### src/hppf_pkg.sv
// ----------------------------------------------------------------------------
// hppf_pkg
// Widths, register codes, reset values and the types that pass between the
// front stage and the pulse tracker.
// ----------------------------------------------------------------------------
`default_nettype none

package hppf_pkg;

	// field widths
	localparam int SAMPLE_W = 16;
	localparam int BASE_W   = 20;
	localparam int NOISE_W  = 16;
	localparam int SIGMA_W  = 8;
	localparam int HMIN_W   = 20;
	localparam int VAL_W    = 21;   // baseline-corrected value, Q16.4 signed
	localparam int PROD_W   = SIGMA_W + NOISE_W;
	localparam int PT_W     = 10;
	localparam int PI_W     = 9;
	localparam int DEPTH_W  = 20;

	// stream widths
	localparam int IN_DATA_W  = 56;
	localparam int OUT_DATA_W = 40;

	// configuration register indexes
	localparam int CFG_IDX_W = 2;
	localparam logic [CFG_IDX_W-1:0] CFG_OPEN_SIGMA  = 2'd0;
	localparam logic [CFG_IDX_W-1:0] CFG_CLOSE_SIGMA = 2'd1;
	localparam logic [CFG_IDX_W-1:0] CFG_HEIGHT_MIN  = 2'd2;
	localparam int CFG_DATA_W = 20;

	// register reset values (9.0 sigma, 100.0 counts)
	localparam logic [SIGMA_W-1:0] OPEN_SIGMA_RST  = 8'd144;
	localparam logic [SIGMA_W-1:0] CLOSE_SIGMA_RST = 8'd144;
	localparam logic [HMIN_W-1:0]  HEIGHT_MIN_RST  = 20'd1600;

	// one sample after the front stage
	typedef struct packed {
		logic                    first;
		logic                    enable;     // thresholds usable for a new waveform
		logic signed [VAL_W-1:0] value;
		logic signed [VAL_W-1:0] start_lvl;
		logic signed [VAL_W-1:0] end_lvl;
	} item_t;

	// one reported pulse
	typedef struct packed {
		logic [DEPTH_W-1:0] peak_depth;
		logic [PI_W-1:0]    pulse_num;
		logic [PT_W-1:0]    peak_pos;
	} result_t;

endpackage

`default_nettype wire

### src/hppf_front.sv
// ----------------------------------------------------------------------------
// hppf_front
// Input register, baseline subtraction and threshold derivation. The levels
// are worked out for every sample but only used on the first of a waveform.
// ----------------------------------------------------------------------------
`default_nettype none

module hppf_front (
	input  wire                                   clk,
	input  wire                                   arst_n,
	input  wire                                   advance,
	input  wire                                   in_valid,
	input  wire signed [hppf_pkg::SAMPLE_W-1:0]   in_sample,
	input  wire signed [hppf_pkg::BASE_W-1:0]     in_baseline,
	input  wire        [hppf_pkg::NOISE_W-1:0]    in_noise,
	input  wire                                   in_first,
	input  wire        [hppf_pkg::SIGMA_W-1:0]    open_sigma,
	input  wire        [hppf_pkg::SIGMA_W-1:0]    close_sigma,
	output logic                                  item_valid,
	output hppf_pkg::item_t                       item
);
	import hppf_pkg::*;

	logic                       valid_s1;
	logic signed [SAMPLE_W-1:0] sample_s1;
	logic signed [BASE_W-1:0]   baseline_s1;
	logic [NOISE_W-1:0]         noise_s1;
	logic                       first_s1;
	logic signed [BASE_W-1:0]   base_q;

	logic [SIGMA_W-1:0]         hi_sigma;
	logic [SIGMA_W-1:0]         lo_sigma;
	logic [PROD_W-1:0]          prod_hi;
	logic [PROD_W-1:0]          prod_lo;
	logic [PROD_W:0]            prod_hi_up;
	logic [VAL_W-1:0]           mag_start;
	logic [VAL_W-1:0]           mag_end;
	logic signed [BASE_W-1:0]   base_eff;
	logic signed [VAL_W-1:0]    value;
	item_t                      item_d;

	// input register
	always_ff @(posedge clk or negedge arst_n) begin
		if (!arst_n) begin
			valid_s1 <= 1'b0;
		end else if (advance) begin
			valid_s1 <= in_valid;
		end
	end

	always_ff @(posedge clk) begin
		if (advance && in_valid) begin
			sample_s1   <= in_sample;
			baseline_s1 <= in_baseline;
			noise_s1    <= in_noise;
			first_s1    <= in_first;
		end
	end

	// latched baseline of the current waveform
	always_ff @(posedge clk or negedge arst_n) begin
		if (!arst_n) begin
			base_q <= '0;
		end else if (advance && valid_s1 && first_s1) begin
			base_q <= baseline_s1;
		end
	end

	// thresholds: larger sigma opens, smaller closes
	always_comb begin
		if (close_sigma > open_sigma) begin
			hi_sigma = close_sigma;
			lo_sigma = open_sigma;
		end else begin
			hi_sigma = open_sigma;
			lo_sigma = close_sigma;
		end
		prod_hi    = PROD_W'(hi_sigma) * PROD_W'(noise_s1);
		prod_lo    = PROD_W'(lo_sigma) * PROD_W'(noise_s1);
		// start rounds the magnitude up, end rounds it down
		prod_hi_up = {1'b0, prod_hi} + (PROD_W+1)'(15);
		mag_start  = VAL_W'(prod_hi_up[PROD_W:4]);
		mag_end    = VAL_W'(prod_lo[PROD_W-1:4]);
	end

	// baseline-corrected value in Q16.4
	always_comb begin
		base_eff = first_s1 ? baseline_s1 : base_q;
		value    = {sample_s1[SAMPLE_W-1], sample_s1, 4'b0000}
		         - {base_eff[BASE_W-1], base_eff};

		item_d.first     = first_s1;
		item_d.enable    = (noise_s1 != '0) && (lo_sigma != '0);
		item_d.value     = value;
		item_d.start_lvl = -$signed(mag_start);
		item_d.end_lvl   = -$signed(mag_end);
	end

	// stage 2 register
	always_ff @(posedge clk or negedge arst_n) begin
		if (!arst_n) begin
			item_valid <= 1'b0;
		end else if (advance) begin
			item_valid <= valid_s1;
		end
	end

	always_ff @(posedge clk) begin
		if (advance && valid_s1) begin
			item <= item_d;
		end
	end

endmodule

`default_nettype wire

### src/hppf_track.sv
// ----------------------------------------------------------------------------
// hppf_track
// Pulse state per waveform: hysteresis entry and exit, running minimum and
// its index, height check, pulse counter and the result register.
// ----------------------------------------------------------------------------
`default_nettype none

module hppf_track #(
	parameter int MAX_SAMPLES = 1024
) (
	input  wire                              clk,
	input  wire                              arst_n,
	input  wire                              advance,
	input  wire                              item_valid,
	input  hppf_pkg::item_t                  item,
	input  wire [hppf_pkg::HMIN_W-1:0]       height_min,
	output logic                             out_valid,
	output hppf_pkg::result_t                out_data
);
	import hppf_pkg::*;

	localparam int IW = $clog2(MAX_SAMPLES);
	localparam logic [IW-1:0] IDX_LAST = IW'(MAX_SAMPLES - 1);

	logic                    in_pulse_q;
	logic                    enabled_q;
	logic signed [VAL_W-1:0] min_q;
	logic [IW-1:0]           min_idx_q;
	logic [IW-1:0]           sidx_q;
	logic [PI_W-1:0]         pcount_q;
	logic signed [VAL_W-1:0] start_lvl_q;
	logic signed [VAL_W-1:0] end_lvl_q;

	logic                    ip;
	logic                    en;
	logic signed [VAL_W-1:0] sl;
	logic signed [VAL_W-1:0] el;
	logic signed [VAL_W-1:0] mv;
	logic [IW-1:0]           mi;
	logic [IW-1:0]           idx;
	logic [PI_W-1:0]         pc;
	logic signed [VAL_W-1:0] cur_min;
	logic [IW-1:0]           cur_idx;
	logic [VAL_W-1:0]        depth;

	logic                    in_pulse_n;
	logic signed [VAL_W-1:0] min_n;
	logic [IW-1:0]           min_idx_n;
	logic [PI_W-1:0]         pcount_n;
	logic [IW-1:0]           sidx_n;
	logic                    fire;
	logic [IW-1:0]           peak_idx;
	logic [IW+PT_W-1:0]      peak_ext;

	// effective state: a first sample restarts the waveform
	always_comb begin
		ip  = item.first ? 1'b0 : in_pulse_q;
		en  = item.first ? item.enable : enabled_q;
		sl  = item.first ? item.start_lvl : start_lvl_q;
		el  = item.first ? item.end_lvl : end_lvl_q;
		mv  = item.first ? '0 : min_q;
		mi  = item.first ? '0 : min_idx_q;
		idx = item.first ? '0 : sidx_q;
		pc  = item.first ? '0 : pcount_q;
	end

	// hysteresis decision
	always_comb begin
		in_pulse_n = ip;
		min_n      = mv;
		min_idx_n  = mi;
		pcount_n   = pc;
		fire       = 1'b0;
		cur_min    = mv;
		cur_idx    = mi;
		if (item.value < mv) begin
			cur_min = item.value;
			cur_idx = idx;
		end
		depth = VAL_W'(-cur_min);
		if (en) begin
			if (!ip) begin
				if (item.value <= sl) begin
					in_pulse_n = 1'b1;
					min_n      = item.value;
					min_idx_n  = idx;
				end
			end else if (item.value >= el) begin
				// pulse closes; report only when deep enough
				if (depth > {1'b0, height_min}) begin
					fire     = 1'b1;
					pcount_n = pc + PI_W'(1);
				end
				in_pulse_n = 1'b0;
				min_n      = '0;
				min_idx_n  = '0;
			end else begin
				min_n     = cur_min;
				min_idx_n = cur_idx;
			end
		end
		sidx_n   = (idx < IDX_LAST) ? idx + IW'(1) : idx;
		peak_idx = cur_idx;
		peak_ext = {{PT_W{1'b0}}, peak_idx};
	end

	// waveform state
	always_ff @(posedge clk or negedge arst_n) begin
		if (!arst_n) begin
			in_pulse_q  <= 1'b0;
			enabled_q   <= 1'b0;
			min_q       <= '0;
			min_idx_q   <= '0;
			sidx_q      <= '0;
			pcount_q    <= '0;
			start_lvl_q <= '0;
			end_lvl_q   <= '0;
		end else if (advance && item_valid) begin
			in_pulse_q  <= in_pulse_n;
			enabled_q   <= en;
			min_q       <= min_n;
			min_idx_q   <= min_idx_n;
			sidx_q      <= sidx_n;
			pcount_q    <= pcount_n;
			start_lvl_q <= sl;
			end_lvl_q   <= el;
		end
	end

	// result register
	always_ff @(posedge clk or negedge arst_n) begin
		if (!arst_n) begin
			out_valid <= 1'b0;
		end else if (advance) begin
			out_valid <= item_valid && fire;
		end
	end

	always_ff @(posedge clk) begin
		if (advance && item_valid && fire) begin
			out_data.peak_pos   <= peak_ext[PT_W-1:0];
			out_data.pulse_num  <= pc;
			out_data.peak_depth <= depth[DEPTH_W-1:0];
		end
	end

endmodule

`default_nettype wire

### src/hysteresis_pulse_peak_finder_core.sv
// ----------------------------------------------------------------------------
// hysteresis_pulse_peak_finder_core
// Finds pulses below a per-waveform baseline with start/end hysteresis and
// reports the depth and position of each pulse minimum.
//
//   channel  dir  handshake          content
//   s_       in   s_tvalid/s_tready  sample, baseline, noise; tuser = first
//   m_       out  m_tvalid/m_tready  peak position, pulse number, peak_depth
//   cfg_     in   cfg_valid/ready    register index and write data
//
// One sample per cycle sustained while m_ is not held; a result passes the
// input, stage 2 and result registers before it is offered on m_. Reset
// clears all control state and the registers to 9.0, 9.0 and 100.0. The
// three stages move together: a held result stalls the input until the
// output request completes.
// ----------------------------------------------------------------------------
`default_nettype none

module hysteresis_pulse_peak_finder_core #(
	parameter int MAX_SAMPLES = 1024
) (
	input  wire                                  clk,
	input  wire                                  arst_n,
	// sample [15:0], baseline [35:16], noise [51:36], zero pad [55:52]
	input  wire [hppf_pkg::IN_DATA_W-1:0]        s_tdata,
	// first [0]
	input  wire                                  s_tuser,
	input  wire                                  s_tvalid,
	output logic                                 s_tready,
	// peak position [9:0], pulse number [18:10], peak_depth [38:19], zero pad [39]
	output logic [hppf_pkg::OUT_DATA_W-1:0]      m_tdata,
	output logic                                 m_tvalid,
	input  wire                                  m_tready,
	input  wire                                  cfg_valid,
	output logic                                 cfg_ready,
	input  wire [hppf_pkg::CFG_IDX_W-1:0]        cfg_index,
	input  wire [hppf_pkg::CFG_DATA_W-1:0]       cfg_data
);
	import hppf_pkg::*;

	logic [SIGMA_W-1:0] open_sigma_q;
	logic [SIGMA_W-1:0] close_sigma_q;
	logic [HMIN_W-1:0]  height_min_q;
	logic               advance;
	logic               item_valid;
	item_t              item;
	result_t            res;

	// configuration registers
	assign cfg_ready = 1'b1;

	always_ff @(posedge clk or negedge arst_n) begin
		if (!arst_n) begin
			open_sigma_q  <= OPEN_SIGMA_RST;
			close_sigma_q <= CLOSE_SIGMA_RST;
			height_min_q  <= HEIGHT_MIN_RST;
		end else if (cfg_valid && cfg_ready) begin
			case (cfg_index)
				CFG_OPEN_SIGMA:  open_sigma_q  <= cfg_data[SIGMA_W-1:0];
				CFG_CLOSE_SIGMA: close_sigma_q <= cfg_data[SIGMA_W-1:0];
				CFG_HEIGHT_MIN:  height_min_q  <= cfg_data[HMIN_W-1:0];
				default: ;
			endcase
		end
	end

	// whole pipe moves when the result slot is free or being taken
	assign advance  = !m_tvalid || m_tready;
	assign s_tready = advance;

	hppf_front u_front (
		.clk         (clk),
		.arst_n      (arst_n),
		.advance     (advance),
		.in_valid    (s_tvalid),
		.in_sample   (s_tdata[15:0]),
		.in_baseline (s_tdata[35:16]),
		.in_noise    (s_tdata[51:36]),
		.in_first    (s_tuser),
		.open_sigma  (open_sigma_q),
		.close_sigma (close_sigma_q),
		.item_valid  (item_valid),
		.item        (item)
	);

	hppf_track #(
		.MAX_SAMPLES (MAX_SAMPLES)
	) u_track (
		.clk        (clk),
		.arst_n     (arst_n),
		.advance    (advance),
		.item_valid (item_valid),
		.item       (item),
		.height_min (height_min_q),
		.out_valid  (m_tvalid),
		.out_data   (res)
	);

	// output packing
	assign m_tdata = {1'b0, res.peak_depth, res.pulse_num, res.peak_pos};

endmodule

`default_nettype wire

### config.mk
export PLATFORM = sky130hd
export DESIGN_NAME = hysteresis_pulse_peak_finder_core
export DESIGN_NICKNAME = d
export VERILOG_FILES = /design/src/hppf_pkg.sv /design/src/hppf_front.sv /design/src/hppf_track.sv /design/src/hysteresis_pulse_peak_finder_core.sv
export SDC_FILE = /design/constraint.sdc
export NUM_CORES = 1
export LEC_CHECK = 0
export ABC_CLOCK_PERIOD_IN_PS = 14750
export BUFFER_PORTS_ARGS = -buffer_cell sky130_fd_sc_hd__buf_4
export CAP_MARGIN = 20
export CORE_MARGIN = 3
export CORE_UTILIZATION = 55
export DETAILED_ROUTE_END_ITERATION = 8
export PLACE_DENSITY = 0.83
export RECOVER_POWER = 50
export SETUP_SLACK_MARGIN = 0.05
export SYNTH_ARGS = -nofsm -noshare
export SYNTH_HDL_FRONTEND = slang
export SYNTH_SLANG_ARGS = --single-unit
### constraint.sdc
create_clock -name clk -period 14.75 [get_ports clk]
set_clock_uncertainty 0.15 [all_clocks]
set_input_delay 0.7375 -clock clk [delete_from_list [all_inputs] [get_ports clk]]
set_output_delay 0.7375 -clock clk [all_outputs]
set_load 0.01 [all_outputs]
# After elaboration in Yosys (flattened, before gate mapping)
# Index checks and enable logic that the tools add are counted.
# word_totals
register_bits	310
latch_bits	0
ramBits	0
romBits	0
input_bits	84
out_inout_bits	43
wordCells	93
mem_count	0
# classes
addsub	7
multipliers	2
div_mod_pow	0
order_cmp	6
eq_ne	2
shifts	0
muxes	34
bitwise	0
n_reduce_logical	15
# op_table
cell	n
2-to-1 mux 21 bit	8
2-to-1 mux 10 bit	8
multiplier 8 x 16 -> 24 bit	2
2-to-1 mux 9 bit	5
negator 21 bit	2
adder 24 x 4 -> 25 bit (second input constant)	1
greater-or-equal comparator 21 bit	1
> comparator 21 x 20 -> 1 bit	1
<= comparator 21 bit	1
less-than comparator 21 bit	1
negator 20 -> 21 bit	1
subtractor 20 x 20 -> 21 bit	1
2-to-1 mux 20 bit	1
2-to-1 mux 8 bit	2
nonzero test 16 bit	1
adder 10 x 1 -> 10 bit (second input constant)	1
less-than comparator 10 bit (second input constant)	1
2-to-1 mux 1 bit	10
adder 9 x 1 -> 9 bit (second input constant)	1
> comparator 8 bit	1
nonzero test 8 bit	1
logical AND 1 bit	7
AND reduction 2 bit	3
== test 2 x 1 -> 1 bit (second input constant)	1
other kinds (4)	4

# Depth between registers and ports, before layout
# Gate-level depths: netlist of run 1.
# depth
word_depth	10
mapped_depth	39
depth_no_buf	33

# Modules after synthesis
# From an unflattened synthesis of run 1, not the netlist that was laid out.
# hier_totals
cells_unflattened	2492
hier_area_um2	25766.0
# by_module_without_submodules
mod	n_inst	cells_each	area_each_um2	seq_area_each_um2
hppf_front	1	1532	15444.8	4093.9
hppf_track	1	878	8924.8	3548.4
hysteresis_pulse_peak_finder_core	1	82	1396.3	909.6

# Least setup slack after synthesis of run 1
# Ideal clock, no wire load.
# synth_path
kind	register to register
from	reg, netlist name u_front.item[64]
to	reg u_track.pcount_q[5]
setup_time_ns	0.125
arrival_ns	7.671
required_ns	14.475
setup_slack_ns	6.804
path_stages_with_launch	39
n_path_buf	7
synth_period_minus_slack_ns	7.946
cell_sequence	edfxtp_1 clkbuf_1 inv_1 clkbuf_1 clkbuf_1 buf_1 nand2_1 ha_1 a21o_1 a211o_1 a31o_2 o311ai_1 a41o_1 buf_4 clkbuf_1 buf_2 nor2_1 a21oi_1 [3 not listed] nand3_1 nor3b_1 xor2_1 nor2_1 a21oi_1 ha_1 a21o_1 a21o_1 a21oi_1 nor2b_1 o21ai_0 nand2b_1 o31ai_1 o211ai_1 mux2i_2 nor3_4 nand4_1 xor2_1
# synth_via
elab_chain_cells	9
elab_cells_between_ends	15
classes_between	add/sub: 2; order compare: 3; mux: 10
# synth_rtl
element	line	rtl
2-to-1 mux 21 bit (*)	hppf_track.sv:61	mv = item.first ? '0 : min_q;
less-than comparator 21 bit	hppf_track.sv:76	if (item.value < mv) begin
2-to-1 mux 21 bit (*)	hppf_track.sv:76	
negator 21 bit (*)	hppf_track.sv:80	depth = VAL_W'(-cur_min);
named net u_track.depth[14]	hppf_track.sv:44	logic [VAL_W-1:0] depth;
> comparator 21 x 20 -> 1 bit (*)	hppf_track.sv:90	if (depth > {1'b0, height_min}) begin
2-to-1 mux 9 bit (*)	hppf_track.sv:90	
2-to-1 mux 9 bit (*)	hppf_track.sv:88	end else if (item.value >= el) begin
2-to-1 mux 9 bit (*)	hppf_track.sv:82	if (!ip) begin
2-to-1 mux 9 bit (*)	hppf_track.sv:81	if (en) begin
end signal, assigned	hppf_track.sv:124	pcount_q <= pcount_n;
end, declared	hppf_track.sv:30	logic [PI_W-1:0] pcount_q;
# Mark *: on every way through the listed nets, which the timed path passes. The rest lies on a longest branch.
# A chain may end at the register's enable or synchronous reset.

# Worst setup path after layout of run 1
# layout_path
from	reg, netlist name u_front.item[64]
to	reg u_track.pcount_q[6]
# layout_via
elab_chain_cells	9
elab_cells_between_ends	15
classes_between	add/sub: 2; order compare: 3; mux: 10
# layout_rtl
element	line
2-to-1 mux 21 bit (*)	hppf_track.sv:61
less-than comparator 21 bit	hppf_track.sv:76
2-to-1 mux 21 bit (*)	hppf_track.sv:76
negator 21 bit (*)	hppf_track.sv:80
named net u_track.depth[14]	hppf_track.sv:44
> comparator 21 x 20 -> 1 bit (*)	hppf_track.sv:90
2-to-1 mux 9 bit (*)	hppf_track.sv:90
2-to-1 mux 9 bit (*)	hppf_track.sv:88
2-to-1 mux 9 bit (*)	hppf_track.sv:82
2-to-1 mux 9 bit (*)	hppf_track.sv:81
# Marks and branches as above.

==> flow_metrics.py, run 1 <==
metrics = {
    "clock_network": {
        "clk_pin_slew_ns": 0.06,
        "post-cts-setup-buffers": 0,
        "cts_tree": "done",
        "clock_sink_count": 310,
        "cts_htree_levels": 2,
        "clkLatencyLatePin_ns": 0.56,
        "clock_path_buffers": 3,
        "cts-root-buf": "clkbuf_16",
        "numCtsBuffers": 36,
    },
    "yosys": {
        "ys_types": 95,
        "synth_area_um2": 25400,
        "synth_top_area_share_pct": 18.6,
        "async_reset_ff_share_pct": 49.4,
        "yosysTopAreaCell": "edfxtp_1",
        "ys.flop_type": "edfxtp_1",
        "synth_area_leaders": "edfxtp_1 (19%), dfrtp_1 (14%), fa_1 (13%)",
        "ys_ff_latch": 310,
        "synth_area_per_cell_um2": 10.1,
        "ys_warn_count": 0,
        "synth_edf_count": 157,
        "syn_inst": 2516,
        "synth-seq-area-share_pct": 33.7,
        "synth_nets": 2980,
    },
    "worst_setup_path": {
        "slowest_delay_ns": 1.86,
        "crit_arrival_ns": 11.45,
        "crit_slowest_cell": "clkbuf_1",
        "endpoint_kind": "register",
        "worst-path-max-fanout": 64,
        "cp_common_cell": "buf_4",
        "start_kind": "register",
        "criticalPathCategory": "register to register",
        "critPathRequiredTime_ns": 15.08,
    },
    "route": {
        "drt-pass1-iter-count": 6,
        "drcViolationCount": 0,
        "drt-initial-drc-count": 1681,
        "drt_wl_total_mm": 60.8,
        "num_vias": 19000,
        "wl_per_cell_um": 18.8,
        "drtAntennaViolNets": 0,
        "avgViaCountPerCell": 5.86,
    },
    "global_route": {
        "grt_overflow_total": 0,
        "grt_max_degree": 86,
        "grt_antenna_before_repair": 0,
        "grt_pass1_wl_mm": 99.7,
        "grt_pass1_vias": 19700,
        "track_usage_pct": 25.5,
    },
    "timing": {
        "setup_viol": 0,
        "fmax_mhz": 89.9,
        "finalMaxSlewViolations": 246,
        "slew_headroom_pct": -127,
        "min_period_over_period_pct": 75.4,
        "finalSetupTns_ns": 0,
        "min_period_ns": 11.12,
        "hold_viol": 0,
        "max_slew.worst_pin.slew_ns": 3.41,
        "rsz0062_at_grt": "false",
    },
    "die": {
        "num_rows": 78,
        "dieArea_um2": 48700,
        "chipWidth_um": 221,
        "core_area_um2": 45500,
        "initial_core_util_pct": 55.8,
        "pin_count": 127,
        "die_h_um": 221,
    },
    "layout": {
        "fill_cells": 3640,
        "diodes": 0,
        "final_cell_mix": "inv_1 (297), ha_1 (210), nand2_1 (197)",
        "nets": 3072,
        "areaGrowthSynthToFinish_pct": 9.87,
        "final_common_cell": "inv_1",
        "drive_above_1_share_pct": 9.98,
    },
    "place": {
        "io_buffers": 120,
        "gp_congestion": 0.914,
        "hpwl_mm": 44.6,
    },
    "status": {
        "violations": "max-capacitance violations, max-slew violations",
        "outcome": "complete, but fails checks",
    },
    "job": {
        "cap_violations": 6,
    },
    "worst_hold_path": {
        "hp-class": "input pin to register",
    },
}
## worst paths after layout
path	start	end	slack [ns]	cells after the start
max	u_front.item[64]	u_track.pcount_q[6]	3.63	36
min	s_tdata[12]	u_front.sample_s1[12]	0.22	1
max reg2reg	u_front.item[64]	u_track.pcount_q[6]	3.63	36
min reg2reg	u_track.start_lvl_q[18]	u_track.start_lvl_q[18]	0.33	2
max in group asynchronous	arst_n	u_track.min_idx_q[9]	9.12	3
min in group asynchronous	arst_n	u_front.base_q[0]	1.21	2
## per-stage QoR
step | setup slack, ns | hold slack (ns) | instances | util, % | area, µm²
floorplan | 6.80 | 0.274 | 2516 | - | 25400
global placement | 5.67 | 0.305 | 3168 | 59.1 | 26900
detailed placement | 5.31 | 0.317 | 3168 | 59.1 | 26900
CTS | 5.21 | 0.173 | 3235 | 61.7 | 28100
global route | 2.65 | 0.202 | 3236 | 61.3 | 27900
finish | 3.63 | 0.221 | 3236 | 61.3 | 27900
## sequential cells by signal (all words and copies together), names as in the netlist, 8 cells and up
| register | cells |
|---|---|
| u_track.out_data | 39 |
| u_front.noise_s1 | 16 |
| u_track.min_q | 21 |
| u_track.min_idx_q | 10 |
| u_front.item | 65 |
| height_min_q | 20 |
| u_front.sample_s1 | 16 |
| open_sigma_q | 8 |
| u_front.baseline_s1 | 20 |
| u_track.pcount_q | 9 |
| u_front.base_q | 20 |
| u_track.start_lvl_q | 21 |
| close_sigma_q | 8 |
| u_track.sidx_q | 10 |
| u_track.end_lvl_q | 21 |
## cell families after synthesis
| group | synth area share, % |
|---|---|
| other | 0.0296 |
| adders and majority gates | 23.8 |
| DFF | 33.7 |
| muxes | 6.10 |
| and+or+nand+nor | 16.6 |
| xor gates and xnor gates | 4.11 |
| AOI/OAI and AO/OA | 9.92 |
| buffers and inverters | 5.78 |
## cells in the mapped netlist, types with 12 or more instances
cell type,count
xnor2_1,73
clkbuf_1,74
edfxtp_1,157
and2_1,101
fa_1,170
nor2_1,107
dfrtp_1,146
nand2b_1,37
o21ai_0,115
nor3_1,37
nand2_1,198
a22o_1,18
nand3_1,41
a21oi_1,92
or3_1,12
mux2i_1,80
nor2b_1,150
a22oi_1,12
nand4_1,30
a21o_1,39
mux2_2,65
nor4_1,13
ha_1,210
o21a_1,23
xor2_1,46
inv_1,297
## worst max-delay path: cells and delay by family, from the launching register on
family          cells  cell delay, ns
buf+inv             7            4.22
compound gates     12            2.50
simple gates       10            1.75
fa+ha+maj           3            0.87
mux                 2            0.81
xor+xnor            2            0.34
flops               1            0.32
## per-layer routing
metal	GRT usage, %	routed length, µm	up-vias
li1	-	-	8734
met5	0	0	-
met4	9.23	1950	0
met2	44.6	30100	734
met1	32.5	24700	9350
met3	3.42	4060	153
## final cells by class
cell class / instances / area [µm²] / area share [%]
clock buffers: 50 / 995 / 3.57
clock inverters: 16 / 188 / 0.673
inverters: 298 / 1120 / 4.01
multi-input cells: 1820 / 15400 / 55.2
flip-flops and latches: 310 / 8550 / 30.7
well taps: 600 / 751 / 2.69
repair buffers: 142 / 888 / 3.19
## what timing repair did
action / CTS / global route
hold buffers: 1 / 0
hold endpoints to repair: 35 / 0
gates resized for setup: 0 / 0
Power of run 1 is not shown: default switching activity piles up to over one toggle a cycle in this logic, so the estimate is an artifact.
==> run 2, diff against run 1 <==
--- a/config.mk
+++ b/config.mk
@@ -5,7 +5,8 @@
 export SDC_FILE = /design/constraint.sdc
 export NUM_CORES = 1
 export LEC_CHECK = 0
-export ABC_CLOCK_PERIOD_IN_PS = 14750
+export ABC_AREA = 1
+export ABC_CLOCK_PERIOD_IN_PS = 10350
 export BUFFER_PORTS_ARGS = -buffer_cell sky130_fd_sc_hd__buf_4
 export CAP_MARGIN = 20
 export CORE_MARGIN = 3
==> constraint.sdc (replaced) <==
create_clock -name clk -period 10.35 [get_ports clk]
set_clock_uncertainty 0.15 [all_clocks]
set_input_delay 0.5175 -clock clk [delete_from_list [all_inputs] [get_ports clk]]
set_output_delay 0.5175 -clock clk [all_outputs]
set_load 0.01 [all_outputs]
==> run 2 against run 1 <==
  * Critical endpoint is now u_track.out_data[29]
  * Via count grew 14%
  * First-iteration DRC count increased by 32%
  * Register-to-register slack lost 1.4 ns
  * Utilization rose by 1.1 points
  * Die area grew 1.5%
  * The flow finishes with violations (design-rule violations, max-capacitance violations, max-slew violations)
  * Non-clock buffer count is 56 higher
  * Final area increased by 2.4%
==> flow_metrics.py, run 2 <==
metrics = {
    "yosys": {
        "synthMostInstantiatedCell": "nand2_1",
        "synth_nets": 3556,
        "syn_inst": 3092,
        "synth_area_leaders": "edfxtp_1 (18%), dfrtp_1 (14%), fa_1 (13%)",
        "synth-simple-area-share_pct": 19.4,
        "synth_top_area_share_pct": 18.3,
        "async_reset_ff_share_pct": 49.4,
        "ys_warn_count": 0,
        "ys.flop_type": "edfxtp_1",
        "synth-seq-area-share_pct": 33.2,
        "ys_ff_latch": 310,
        "synth_area_per_cell_um2": 8.33,
        "synth_edf_count": 157,
        "synth_fa_ha_area_share_pct": 23.4,
        "synth_xor_area_share_pct": 3.37,
        "muxShareOfSynthArea_pct": 1.64,
        "synth_area_um2": 25800,
        "ys_types": 63,
        "yosysTopAreaCell": "edfxtp_1",
        "synth_top_family_by_area": "adder cells",
        "synth_compound_area_share_pct": 9.59,
        "synth_commonest_cells": "nand2_1 (616), inv_1 (518), nor2_1 (350)",
    },
    "worst_setup_path": {
        "reg2reg_from": "u_front.item[64]",
        "start_kind": "register",
        "crit_slowest_cell": "clkinv_2",
        "crit_path_start": "u_front.item[64]",
        "crit_arrival_ns": 8.19,
        "r2r_slack_ns": 2.24,
        "r2r_end": "u_track.out_data[29]",
        "criticalPathCategory": "register to register",
        "worst-path-max-fanout": 61,
        "cp_common_cell": "nand2_1",
        "critPathRequiredTime_ns": 10.43,
        "endpoint_kind": "register",
        "slowest_delay_ns": 0.93,
        "r2r_cells": 34,
    },
    "global_route": {
        "grt_antenna_before_repair": 3,
        "track_usage_pct": 26.4,
        "grt_overflow_total": 0,
        "grt_pass1_wl_mm": 107,
        "grt_max_degree": 85,
        "grt_pass1_vias": 21200,
    },
    "timing": {
        "hold_viol": 0,
        "setup_viol": 0,
        "fmax_mhz": 123,
        "min_period_ns": 8.11,
        "rsz0062_at_grt": "false",
        "finalMaxSlewViolations": 340,
        "slew_headroom_pct": -218,
        "finalSetupTns_ns": 0,
        "max_slew.worst_pin.slew_ns": 4.76,
        "min_period_over_period_pct": 78.3,
    },
    "layout": {
        "final_common_cell": "nand2_1",
        "final_cell_mix": "nand2_1 (616), inv_1 (517), nor2_1 (349)",
        "nets": 3689,
        "multi_input_area_um2": 14800,
        "areaGrowthSynthToFinish_pct": 10.8,
        "largest_reg_flops": 65,
        "regMostFlops": "u_front.item",
        "fill_cells": 3762,
        "reg_top3": "u_front.item x65, u_track.out_data x39",
        "drive_above_1_share_pct": 6.15,
        "ff_latch_area_um2": 8550,
        "diodes": 0,
        "fin_area_um2": 28500,
    },
    "clock_network": {
        "clock_path_buffers": 3,
        "post-cts-setup-buffers": 0,
        "cts_htree_levels": 1,
        "clkLatencyLatePin_ns": 0.60,
        "cts_tree": "done",
        "cts-root-buf": "clkbuf_16",
        "clock_sink_count": 310,
        "numCtsBuffers": 31,
        "clk_pin_slew_ns": 0.06,
    },
    "die": {
        "chipWidth_um": 222,
        "pin_count": 127,
        "initial_core_util_pct": 56.3,
        "dieArea_um2": 49500,
        "core_area_um2": 45800,
        "num_rows": 78,
        "die_h_um": 222,
    },
    "place": {
        "io_buffers": 120,
        "hpwl_mm": 47.1,
        "place_area_um2": 27200,
        "gp_congestion": 0.946,
    },
    "route": {
        "wl_per_cell_um": 17.1,
        "drt-initial-drc-count": 2212,
        "drcViolationCount": 26,
        "avgViaCountPerCell": 5.60,
        "drtAntennaViolNets": 0,
        "num_vias": 21600,
        "drt-pass1-iter-count": 9,
        "drt_wl_total_mm": 65.9,
    },
    "worst_hold_path": {
        "hp-class": "input pin to register",
        "min-delay-start": "cfg_data[19]",
        "whs_path_depth": 3,
        "hold_end": "height_min_q[19]",
    },
    "status": {
        "outcome": "complete, but fails checks",
        "violations": "design-rule violations, max-capacitance violations, max-slew violations",
    },
    "job": {
        "cap_violations": 6,
    },
}
[run 2: changes by cell type after synthesis, moves of 63 or more]
cell / previous run / this run
nand2_1: 198 / 616
nor2_1: 107 / 350
inv_1: 297 / 518
nor2b_1: 150 / 0
and2_1: 101 / 4
o21ai_0: 115 / 211
nand3_1: 41 / 110
mux2_2: 65 / 2
[run 2: how the worst max path moves through the flow]
stage | to | slack (ns)
global placement | u_track.out_data[21] | 2.54
global route | u_track.pcount_q[6] | 1.52
detailed placement | u_track.out_data[20] | 2.44
finish | u_track.out_data[29] | 2.24
floorplan | u_front.item[17] | 3.47
CTS | u_track.out_data[28] | 2.40
[run 2: area by class of cell]
class / instances / share of cell area, %
Clock buffer: 45 / 3.08
Inverter: 531 / 6.99
Timing Repair Buffer: 198 / 5.16
Clock inverter: 13 / 0.355
Sequential cell: 310 / 30.0
Tap cell: 600 / 2.63
Multi-Input combinational cell: 2153 / 51.8
[run 2: repair_timing]
action,in CTS,in global routing
hold buffers,55,0
setup endpoints to repair,0,0
endpoints found under the hold margin,130,0
resized for setup,0,0
[run 2: cell families (layout without fill, tap and decap cells)]
| family | after synthesis | in the layout |
|---|---|---|
| other cells | 2 | 2 |
| fa+ha+maj | 380 | 380 |
| xor+xnor | 99 | 99 |
| compound gates | 433 | 433 |
| simple gates | 1197 | 1197 |
| mux | 42 | 42 |
| flops | 310 | 310 |
| buf+inv | 629 | 787 |
[run 2: critical path, delay by kind of cell (launching register included)]
kind            cells  cell delay, ns
fa+ha+maj           3            0.89
buf+inv             6            2.48
xor+xnor            1            0.15
simple gates       20            3.05
compound gates      4            0.62
flops               1            0.32
[run 2: through the flow]
step	utilization (%)	setup slack [ns]	hold WS [ns]	cells
after global routing	62.4	1.52	0.0238	3850
after CTS	62.7	2.40	0.00675	3848
after detailed placement	59.4	2.44	0.315	3735
final	62.4	2.24	0.0241	3850
after global placement	59.3	2.54	0.311	3734
after floorplan	-	3.47	0.0719	3092
[run 2: routing by layer]
layer / GRT usage [%] / routed length (µm) / vias up
met2: 43.4 / 30800 / 1009
met4: 11.7 / 3380 / 4
li1: - / - / 10200
met5: 0 / 19 / -
met3: 4.53 / 5320 / 231
met1: 34.7 / 26400 / 10100
Power of run 2 is left out for the same reason.
